## config.mk

```make
export PLATFORM = sky130hd
export DESIGN_NAME = cm_front
export DESIGN_NICKNAME = d
export VERILOG_FILES = /design/src/cm_pkg.sv /design/src/cm_front.sv
export SDC_FILE = /design/constraint.sdc
export NUM_CORES = 1
export LEC_CHECK = 0
export ABC_CLOCK_PERIOD_IN_PS = 6900
export BUFFER_PORTS_ARGS = -buffer_cell sky130_fd_sc_hd__buf_2
export CAP_MARGIN = 20
export CORE_UTILIZATION = 55
export CTS_CLUSTER_SIZE = 20
export DETAILED_ROUTE_END_ITERATION = 12
export PLACE_DENSITY = 0.82
export SYNTH_ARGS = -nofsm -noshare
export SYNTH_HDL_FRONTEND = slang
export SYNTH_SLANG_ARGS = --single-unit
```

## constraint.sdc

```tcl
create_clock -name i_clk -period 6.9 [get_ports i_clk]
set_clock_uncertainty 0.15 [all_clocks]
set_input_delay 0.69 -clock i_clk [delete_from_list [all_inputs] [get_ports i_clk]]
set_output_delay 0.69 -clock i_clk [all_outputs]
set_load 0.005 [all_outputs]
```

## src/cm_pkg.sv

```systemverilog
// Shared constants, types and state codes of the direct-mapped write-back cache.
package cm_pkg;

    localparam int ADDR_BITS  = 18;
    localparam int LINE_COUNT = 128;
    localparam int LINE_BYTES = 128;
    localparam int WORD_BITS  = 32;

    localparam int OFF_BITS   = $clog2(LINE_BYTES);
    localparam int IDX_BITS   = $clog2(LINE_COUNT);
    localparam int WOFF_BITS  = OFF_BITS - 2;
    localparam int TAG_BITS   = ADDR_BITS - OFF_BITS - IDX_BITS;
    localparam int MEM_ABITS  = ADDR_BITS - 2;
    localparam int LW_ABITS   = IDX_BITS + WOFF_BITS;
    localparam int LINE_WORDS = LINE_BYTES / 4;
    localparam int LW_DEPTH   = LINE_COUNT * LINE_WORDS;
    localparam int MEM_DEPTH  = 2 ** MEM_ABITS;

    localparam int Q_DEPTH    = 2;
    localparam int Q_PTR_BITS = $clog2(Q_DEPTH);
    localparam int Q_CNT_BITS = $clog2(Q_DEPTH + 1);

    localparam logic [1:0] CMD_IDLE  = 2'd0;
    localparam logic [1:0] CMD_READ  = 2'd1;
    localparam logic [1:0] CMD_WRITE = 2'd2;

    typedef struct packed {
        logic [1:0]           cmd;
        logic [ADDR_BITS-1:0] byte_address;
        logic [WORD_BITS-1:0] write_word;
    } t_req;

    typedef struct packed {
        logic [WORD_BITS-1:0] read_word;
        logic                 was_hit;
        logic                 wrote_back;
    } t_rsp;

    typedef struct packed {
        logic                 is_acc;
        logic                 is_wr;
        logic [TAG_BITS-1:0]  tag;
        logic [IDX_BITS-1:0]  idx;
        logic [WOFF_BITS-1:0] woff;
        logic [WORD_BITS-1:0] data;
    } t_job;

    typedef struct packed {
        logic hold;
        logic deq;
    } t_bk_ctl;

    typedef enum logic [3:0] {
        S_CLEAR,
        S_IDLE,
        S_LOOK,
        S_WB_RD,
        S_WB_WR,
        S_RF_RD,
        S_RF_WR,
        S_ACC,
        S_RESP
    } t_state;

endpackage

```

## src/cm_front.sv

```systemverilog
// Front end: accepts transactions, decodes them into jobs and queues them for the back end.
module cm_front (
    input  logic           i_clk,
    input  logic           i_rst_n,
    input  logic           i_push,
    output logic           o_full,
    input  cm_pkg::t_req   i_req,
    output logic           o_head_valid,
    output cm_pkg::t_job   o_head,
    input  cm_pkg::t_bk_ctl i_ctl
);
    import cm_pkg::*;

    t_job                  r_q [Q_DEPTH];
    logic [Q_PTR_BITS-1:0] r_wr_ptr, r_rd_ptr;
    logic [Q_CNT_BITS-1:0] r_cnt;
    t_job                  w_job;
    logic                  w_push, w_pop;

    always_comb begin
        w_job.is_acc = (i_req.cmd == CMD_READ) || (i_req.cmd == CMD_WRITE);
        w_job.is_wr  = (i_req.cmd == CMD_WRITE);
        w_job.tag    = i_req.byte_address[ADDR_BITS-1 -: TAG_BITS];
        w_job.idx    = i_req.byte_address[OFF_BITS +: IDX_BITS];
        w_job.woff   = i_req.byte_address[2 +: WOFF_BITS];
        w_job.data   = i_req.write_word;
    end

    assign o_full       = (r_cnt == Q_CNT_BITS'(Q_DEPTH)) || i_ctl.hold;
    assign o_head_valid = (r_cnt != '0);
    assign o_head       = r_q[r_rd_ptr];
    assign w_push       = i_push && !o_full;
    assign w_pop        = i_ctl.deq && o_head_valid;

    always_ff @(posedge i_clk) begin
        if (w_push) begin
            r_q[r_wr_ptr] <= w_job;
        end
    end

    always_ff @(posedge i_clk) begin
        if (!i_rst_n) begin
            r_wr_ptr <= '0;
            r_rd_ptr <= '0;
            r_cnt    <= '0;
        end else begin
            if (w_push) begin
                r_wr_ptr <= (r_wr_ptr == Q_PTR_BITS'(Q_DEPTH - 1)) ? '0 : r_wr_ptr + 1'b1;
            end
            if (w_pop) begin
                r_rd_ptr <= (r_rd_ptr == Q_PTR_BITS'(Q_DEPTH - 1)) ? '0 : r_rd_ptr + 1'b1;
            end
            if (w_push && !w_pop) begin
                r_cnt <= r_cnt + 1'b1;
            end else if (!w_push && w_pop) begin
                r_cnt <= r_cnt - 1'b1;
            end
        end
    end

endmodule

```

==> results of run 1 <==
-- Yosys cell counts, drive strengths merged --
library cell    n  area share, %
o21ai           3           0.39
xnor2           2           0.45
nor2b           2           0.32
a21boi          1           0.19
inv             2           0.19
or3             1           0.16
dfxtp           5            2.6
nand2b          2           0.32
nand4b          1           0.23
and3            1           0.16
edfxtp        100             78
xor2            1           0.23
or2             1           0.16
mux2           50             15
nand2           1          0.097
clkbuf          1          0.097
and2            4           0.65
buf             5           0.97
ha              2           0.65
-- worst max-delay path: cells and delay by family, from the launching register on --
| kind | cells | cell delay (ps) |
|---|---|---|
| buf+inv | 2 | 590 |
| flops | 1 | 740 |
| mux | 1 | 380 |
-- layout make-up --
cell class / instances / area share [%]
tap: 96 / 2.56
inverter: 2 / 0.160
multi-input combinational: 72 / 15.5
timing repair buffer: 109 / 11.8
clock buffer: 9 / 2.64
clock inverter: 7 / 1.02
sequential: 105 / 66.3
-- sequential cells by signal (all words and copies together), names as in the netlist, named ones only --
register / flops
r_q: 100
r_cnt: 2
r_rd_ptr: 1
r_wr_ptr: 1
-- stage by stage --
step | std cells | utilization (%) | area (µm²) | hold slack, ps | total power (µW)
2_1_floorplan | 185 | - | 3870 | 295 | 986
3_3_place_gp | 384 | 66.4 | 4510 | 338 | 1100
3_5_place_dp | 384 | 66.4 | 4510 | 357 | 1110
4_1_cts | 400 | 68.9 | 4680 | 349 | 1440
5_1_grt | 400 | 68.9 | 4680 | 340 | 1490
6_report | 400 | 68.9 | 4680 | 364 | 1420
-- cell families (layout without fill, tap and decap cells) --
kind of cell,count (synthesis),in the layout
AOI/OAI and AO/OA,4,4
buffers and inverters,8,127
DFF,105,105
and+or+nand+nor,13,13
adders and majority gates,2,2
muxes,50,50
xor gates and xnor gates,3,3
-- routing by layer --
metal / vias up / share of wire (%) / track usage, % / routed length [µm]
li1: 948 / - / - / -
met1: 975 / 41 / 19.2 / 2480
met2: 77 / 51 / 31.1 / 3140
met3: 10 / 6.4 / 4.52 / 391
met4: 0 / 1.6 / 8.64 / 95
met5: - / 0 / 0 / 0
-- worst max-delay path by stage --
stage and end:
6_report o_head[23], 5_1_grt o_head[23], 4_1_cts o_head[23], 3_5_place_dp r_q[0][12], 3_3_place_gp r_q[0][15], 2_1_floorplan r_q[0][0]
-- report_power, final --
group	switching [µW]	total [µW]	internal, µW	leakage (µW)
registers	38.5	799	760	0.000958
clock network	197	327	130	0.0000765
logic	134	292	158	0.000711
total	369	1420	1050	0.00175
==> results.toml, run 1 <==
[die]
start_util_pct = 57.0
core_mm2 = 0.00679
die_h_um = 85.9
die-area_mm2 = 0.00738
io_pins = 109
num_rows = 30
die_width_um = 85.9

[drt]
drc = 0
routed_wl_mm = 6.12
wl_per_cell_um = 15.3
drtAntennaViolNets = 0
drtIter0Drc = 93
vias_per_cell = 5.03
num_vias = 2010
drt_pass1_iterations = 4

[global_route]
antenna_found_initial = 0
grt_use_total_pct = 17.4
grt_pass1_vias = 2019
grt_overflow = 0
grt_pass1_wl_mm = 9.31
grt_max_degree = 30

[clock_network]
cts_setup_buffers = 0
cts_resized = 0
h-tree-depth = 3
cts_hold_buffers = 0
clock-sinks = 105
numCtsBuffers = 9
cts_tree = "done"
clk_pin_slew_ps = 90
cts-root-buf = "clkbuf_8"
cts_buffer_depth = 2
clk_latency_ps = 350

[final_layout]
final_cell_mix = "buf_2 (106), edfxtp_1 (100), mux2_1 (50)"
final_common_cell = "buf_2"
drive_above_1_share_pct = 41.8
fill_cells = 475
antenna_cells = 0
syn_to_final_growth_pct = 21.0
seqCellArea_mm2 = 0.00310
multi_input_area_um2 = 727
nets = 358

[logic_synthesis]
synth_fa_ha_area_share_pct = 0.647
synthMuxAreaShare_pct = 14.5
synth-compound-area-share_pct = 0.582
avgSynthCellArea_um2 = 20.9
synth_area_mm2 = 0.00387
ys_seq_elements = 105
syn-num-nets = 244
netlist_instances = 185
synth-simple-area-share_pct = 2.10
synthXorXnorAreaFrac_pct = 0.679
synth_top_family_by_area = "multiplexers"
synth.distinct_cells = 20
seq_area_frac_synth_pct = 80.2
yosysWarnings = 0

[worst_setup_path]
cp-start-kind = "flip-flop"
cp_slowest_stage_delay_ps = 740
path_max_fanout = 26
cp.arrival_ps = 2060
r2r_start = "r_cnt[0]"
crit_slowest_cell = "dfxtp_2"
cp.required_ps = 6060
r2r_end = "r_q[0][16]"
end_kind = "primary output"
critical_path_class = "flip-flop to primary output"
r2r_slack_ps = 4550
crit_chain = "buf_4 -> mux2_1 -> buf_2"
reg2regPathDepth = 4

[place]
hpwlAfterDp_mm = 4.16
routabilityCongestion = 0.681
place.port_buffers = 106
pre_cts_slack_ps = 4090

[power]
ir_drop_v = 0.000191
p_per_area_mw_per_mm2 = 303
p_leak_uw = 0.00175

[run_status]
status = "completed"

[run]
maxCapViolCount = 0

[hold_path]
whs_path_depth = 2
hp-start = "r_cnt[1]"
min_to = "r_cnt[1]"
hold_path.class = "flip-flop to flip-flop"

[sta]
post-route-min-period_ps = 2900
setup_viol = 0
fmax_mhz = 344
min_period_over_period_pct = 42.1
slew_headroom_pct = 57.3
setup_tns_ps = 0
layout_setup_ws_ps = 4000
finalMaxSlewViolations = 0
tightest_slew_ps = 639
hold_viol = 0
rsz0062_at_grt = "false"
(Power assumes the default switching activity.)
==> inputs of run 2 (changes only) <==
Settings changed: ABC_AREA from default to 1, ABC_CLOCK_PERIOD_IN_PS 6900 to 3000, CORE_UTILIZATION 55 to 52, PLACE_DENSITY 0.82 to 0.77.
Clock period 6.9 ns to 3 ns, I/O delays scaled along.
==> run 2 against run 1 <==
  * Count of clock-buffer cells in the layout is 1 higher
  * Worst setup slack worse by 3300 ps
  * Clock power is 130% higher
  * Global-route usage is 0.34 points higher
  * Critical path depth stayed put
  * Final cell count is 17% higher
==> results.toml, run 2 <==
[clock_network]
cts_hold_buffers = 48
cts_tree = "done"
clock-sinks = 105
clk_latency_ps = 350
cts_setup_buffers = 0
numCtsBuffers = 9
clk_pin_slew_ps = 90
h-tree-depth = 3
cts_buffer_depth = 2
cts-root-buf = "clkbuf_8"
cts_resized = 0

[place]
place.port_buffers = 106
routabilityCongestion = 0.643
hpwlAfterDp_mm = 4.31

[worst_setup_path]
cp.depth = 3
cp.arrival_ps = 1820
cp_num_buf_inv = 2
path_max_fanout = 29
cp_top_family = "flip-flops"
reg2regPathDepth = 5
cp.required_ps = 2550
crit_slowest_cell = "dfxtp_4"
critical_path_class = "flip-flop to primary output"
cp-start-kind = "flip-flop"
cp_slowest_stage_delay_ps = 720
crit_chain = "buf_12 -> mux2_4 -> buf_2"
end_kind = "primary output"

[drt]
routed_wl_mm = 6.86
drt_pass1_iterations = 4
wl_per_cell_um = 14.6
vias_per_cell = 4.79
drtAntennaViolNets = 0
drc = 0
drtIter0Drc = 91
num_vias = 2246

[global_route]
grt_overflow = 0
grt_pass1_vias = 2290
grt_pass1_wl_mm = 10.8
antenna_found_initial = 0
grt_max_degree = 33
grt_use_total_pct = 17.7

[sta]
slew_headroom_pct = 58.7
setup_tns_ps = 0
min_period_over_period_pct = 75.5
setup_viol = 0
finalMaxSlewViolations = 0
rsz0062_at_grt = "false"
post-route-min-period_ps = 2270
tightest_slew_ps = 618
hold_viol = 0
fmax_mhz = 441

[power]
p_clk_share_pct = 23.7
internal-power_uw = 2390
p_sw_uw = 763
p_leak_uw = 0.00217
ir_drop_v = 0.000355
p_comb_share_pct = 19.8
pwr-share-seq_pct = 56.4
swShare_pct = 24.2
p_per_area_mw_per_mm2 = 583

[die]
die_h_um = 91.3
num_rows = 32
start_util_pct = 53.6
die_width_um = 91.3
die-area_mm2 = 0.00833
core_mm2 = 0.00773
io_pins = 109

[logic_synthesis]
netlist_instances = 200
syn-num-nets = 259
synth_area_leaders = "edfxtp_1 (72%), mux2_4 (18%), buf_12 (2.4%)"
yosys.area.top_type = "edfxtp_1"
synth_area_mm2 = 0.00414
synth_edf_count = 100
synth.distinct_cells = 14
avgSynthCellArea_um2 = 20.7
synth_common_cells = "edfxtp_1 (100), mux2_4 (50), inv_1 (13)"
synthArstFlopShare_pct = 0
ys_seq_elements = 105
seq_area_frac_synth_pct = 74.9
synth_most_common_cell = "edfxtp_1"
synthFlopType = "edfxtp_1"
yosysWarnings = 0
synth_top_area_share_pct = 72.5

[final_layout]
final_cell_mix = "buf_2 (106), edfxtp_1 (100), mux2_4 (50)"
antenna_cells = 0
largest_reg_flops = 100
nets = 421
final_util_pct = 70.0
syn_to_final_growth_pct = 30.7
drive_above_1_share_pct = 48.0
fill_cells = 505
final_common_cell = "buf_2"
top_register = "r_q"
top_regs = "r_q: 100 flops, r_cnt: 2 flops"

[run_status]
status = "completed"

[hold_path]
hold_path.class = "input pin to flip-flop"
whs_path_depth = 3

[run]
maxCapViolCount = 0
## run 2: layout make-up
class | instances | area (µm²) | area share [%]
clock buffer | 10 | 128 | 2.36
clock inverter | 6 | 43.8 | 0.809
inverter | 13 | 48.8 | 0.902
multi-input combinational | 76 | 887 | 16.4
sequential | 105 | 3110 | 57.4
tap | 102 | 128 | 2.36
timing repair buffer | 157 | 1070 | 19.8
## run 2: power groups by stage
stage / combinational (µW) / clock (µW) / sequential, µW
6_report: 627 / 749 / 1780
5_1_grt: 678 / 835 / 1790
4_1_cts: 630 / 774 / 1780
3_5_place_dp: 579 / 0 / 1820
3_3_place_gp: 562 / 0 / 1810
2_1_floorplan: 455 / 0 / 1760
## run 2: layer usage
| metal | track usage [%] | wire (µm) | up-vias |
|---|---|---|---|
| li1 | - | - | 1080 |
| met3 | 4.77 | 379 | 9 |
| met5 | 0 | 0 | - |
| met1 | 20.6 | 2790 | 1073 |
| met2 | 31.6 | 3610 | 84 |
| met4 | 6.35 | 80 | 0 |
## run 2: final timing paths
path         startpoint    endpoint  slack, ps
max reg2reg    r_cnt[0]  r_q[0][31]        950
max           flip-flop  o_head[42]        730
min             i_rst_n    r_cnt[1]         60
min reg2reg    r_rd_ptr   flip-flop        370
## run 2: worst reg2reg max path, stage by stage, from the launching register on
cell and delay, ps:
dfxtp_1 360, inv_1 100, nand2_1 130, nand3_1 170, nor2_4 520, buf_12 300
## run 2: kinds of logic (layout without fill, tap and decap cells)
| group | Yosys count | after routing | synth area share, % |
|---|---|---|---|
| adders and majority gates | 2 | 2 | 0.604 |
| AOI/OAI and AO/OA | 3 | 3 | 0.423 |
| muxes | 50 | 50 | 18.1 |
| and+or+nand+nor | 21 | 21 | 2.08 |
| buffers and inverters | 19 | 186 | 3.87 |
| DFF | 105 | 105 | 74.9 |
## run 2: through the flow
| stage | setup WS, ps | power (µW) | hold WS, ps | instances | cell area, µm² |
|---|---|---|---|---|---|
| floorplan | 513 | 2220 | 249 | 200 | 4150 |
| global placement | 1030 | 2370 | 326 | 405 | 4760 |
| detailed placement | 945 | 2400 | 342 | 405 | 4760 |
| CTS | 690 | 3190 | 40.2 | 469 | 5410 |
| global route | 632 | 3310 | 52.1 | 469 | 5410 |
| finish | 734 | 3160 | 58.2 | 469 | 5410 |
==> inputs of run 3 (changes only) <==
Settings changed: ABC_CLOCK_PERIOD_IN_PS 3000 to 1970, CORE_UTILIZATION 52 to 47, PLACE_DENSITY 0.77 to 0.73.
Clock period 3 ns to 1.97 ns, I/O delays scaled along.
==> run 3 against run 2 <==
  * First-iteration DRC count decreased by 20%
  * Clock power up 70%
  * Hold slack worse by 3.2 ps
  * Sequential cell count stayed put
  * Power up 58%
  * Count of clock-buffer cells in the layout rose by 2
  * Via count up 0.89%
  * Combinational power grew 69%
  * Largest cell class unchanged
  * Largest power group unchanged
==> results.toml, run 3 (same netlist as run 2, synthesis figures left out) <==
[sta]
tightest_slew_ps = 270
finalMaxSlewViolations = 0
rsz0062_at_grt = "false"
hold_viol = 0
hold_slack_ps = 55.0
slew_headroom_pct = 82.0
post-route-min-period_ps = 1800
setup_viol = 0
setup_tns_ps = 0
fmax_mhz = 554
min_period_over_period_pct = 91.6

[drt]
routed_wl_mm = 7.36
drtIter0Drc = 73
num_vias = 2266
drc = 0
wl_per_cell_um = 15.4
vias_per_cell = 4.74
drtAntennaViolNets = 0
drt_pass1_iterations = 4

[worst_setup_path]
r2r_start = "r_cnt[0]"
cp.required_ps = 1620
critical_path_class = "flip-flop to primary output"
cp.arrival_ps = 1460
r2r_end = "r_cnt[1]"
cp-start-kind = "flip-flop"
end_kind = "primary output"
path_max_fanout = 25
cp_slowest_stage_delay_ps = 410
crit_slowest_cell = "dfxtp_4"
reg2regPathDepth = 10
r2r_slack_ps = 170
crit_chain = "buf_12 -> mux2_4 -> buf_2"

[clock_network]
clk_latency_ps = 350
h-tree-depth = 3
cts_resized = 0
cts-root-buf = "clkbuf_8"
clk_pin_slew_ps = 90
cts_tree = "done"
cts_buffer_depth = 2
numCtsBuffers = 9
clock-sinks = 105

[final_layout]
largest_reg_flops = 100
drive_above_1_share_pct = 48.3
seqCellArea_mm2 = 0.00311
syn_to_final_growth_pct = 32.7
fin_area_mm2 = 0.00550
final_cell_mix = "buf_2 (106), edfxtp_1 (100), mux2_4 (50)"
multi_input_area_um2 = 887
top_register = "r_q"
final_cells = 478
top_regs = "r_q: 100 flops, r_cnt: 2 flops"
final_common_cell = "buf_2"
nets = 427
fill_cells = 602
antenna_cells = 0

[global_route]
grt_max_degree = 33
grt_pass1_wl_mm = 10.9
grt_overflow = 0
grt_use_total_pct = 16.7
antenna_found_initial = 0
grt_pass1_vias = 2240

[power]
p_per_area_mw_per_mm2 = 908
ir_drop_v = 0.000448
total_power_uw = 4990
p_leak_uw = 0.00221

[place]
dpl-instance-area_mm2 = 0.00480
dp_cells = 411
routabilityCongestion = 0.717
place.port_buffers = 106
hpwlAfterDp_mm = 4.51

[die]
start_util_pct = 49.4
die-area_mm2 = 0.00919
die_width_um = 95.9
io_pins = 109
die_h_um = 95.9
num_rows = 33
core_mm2 = 0.00838

[hold_path]
hold_path.class = "input pin to flip-flop"
hp-start = "i_req[51]"
whs_path_depth = 2
min_to = "r_q[0][48]"

[run]
maxCapViolCount = 0

[run_status]
status = "completed"
[run 3: power by group]
| part | switching, µW | internal (µW) |
|---|---|---|
| clock network | 679 | 595 |
| logic | 446 | 615 |
| registers | 54.2 | 2600 |
[run 3: area by class of cell]
class,instances,area share (%)
inverters,13,0.956
multi-input cells,76,16.1
repair buffers,163,20.6
well taps,105,2.39
clock buffers,12,2.46
flip-flops and latches,105,56.5
clock inverters,4,0.956
[run 3: repair_timing]
action | in CTS | in global routing
hold buffers | 49 | 0
endpoints found under the hold margin | 101 | 0
setup buffers | 2 | 0
setup endpoints to repair | 25 | 0
[run 3: metal layers]
| metal | track usage [%] | vias to the layer above | wire (µm) |
|---|---|---|---|
| met1 | 18.1 | 1096 | 2910 |
| met2 | 31.3 | 77 | 4060 |
| met4 | 7.21 | 0 | 82 |
| li1 | - | 1086 | - |
| met5 | 0 | - | 0 |
| met3 | 3.55 | 7 | 314 |
[run 3: critical path, delay by kind of cell, from the launching register on]
family,cells,cell delay (ps)
buffers and inverters,2,360
muxes,1,330
DFF,1,410
[run 3: per-stage QoR]
step           utilization (%)  worst slack (ps)
3_5_place_dp              57.3               204
3_3_place_gp              57.3               269
5_1_grt                   65.6              16.3
6_report                  65.6               166
2_1_floorplan                -              11.7
4_1_cts                   65.6               140
[run 3: worst max path at each step]
| stage | startpoint | slack, ps | cells after the start | end |
|---|---|---|---|---|
| floorplan | r_cnt[0] | 10 | 4 | r_q[0][0] |
| global placement | r_cnt[0] | 270 | 5 | r_q[1][49] |
| detailed placement | r_cnt[0] | 200 | 5 | r_q[1][49] |
| CTS | flip-flop | 140 | 3 | o_head[24] |
| global route | r_cnt[0] | 20 | 10 | r_cnt[1] |
| finish | flip-flop | 170 | 3 | o_head[24] |
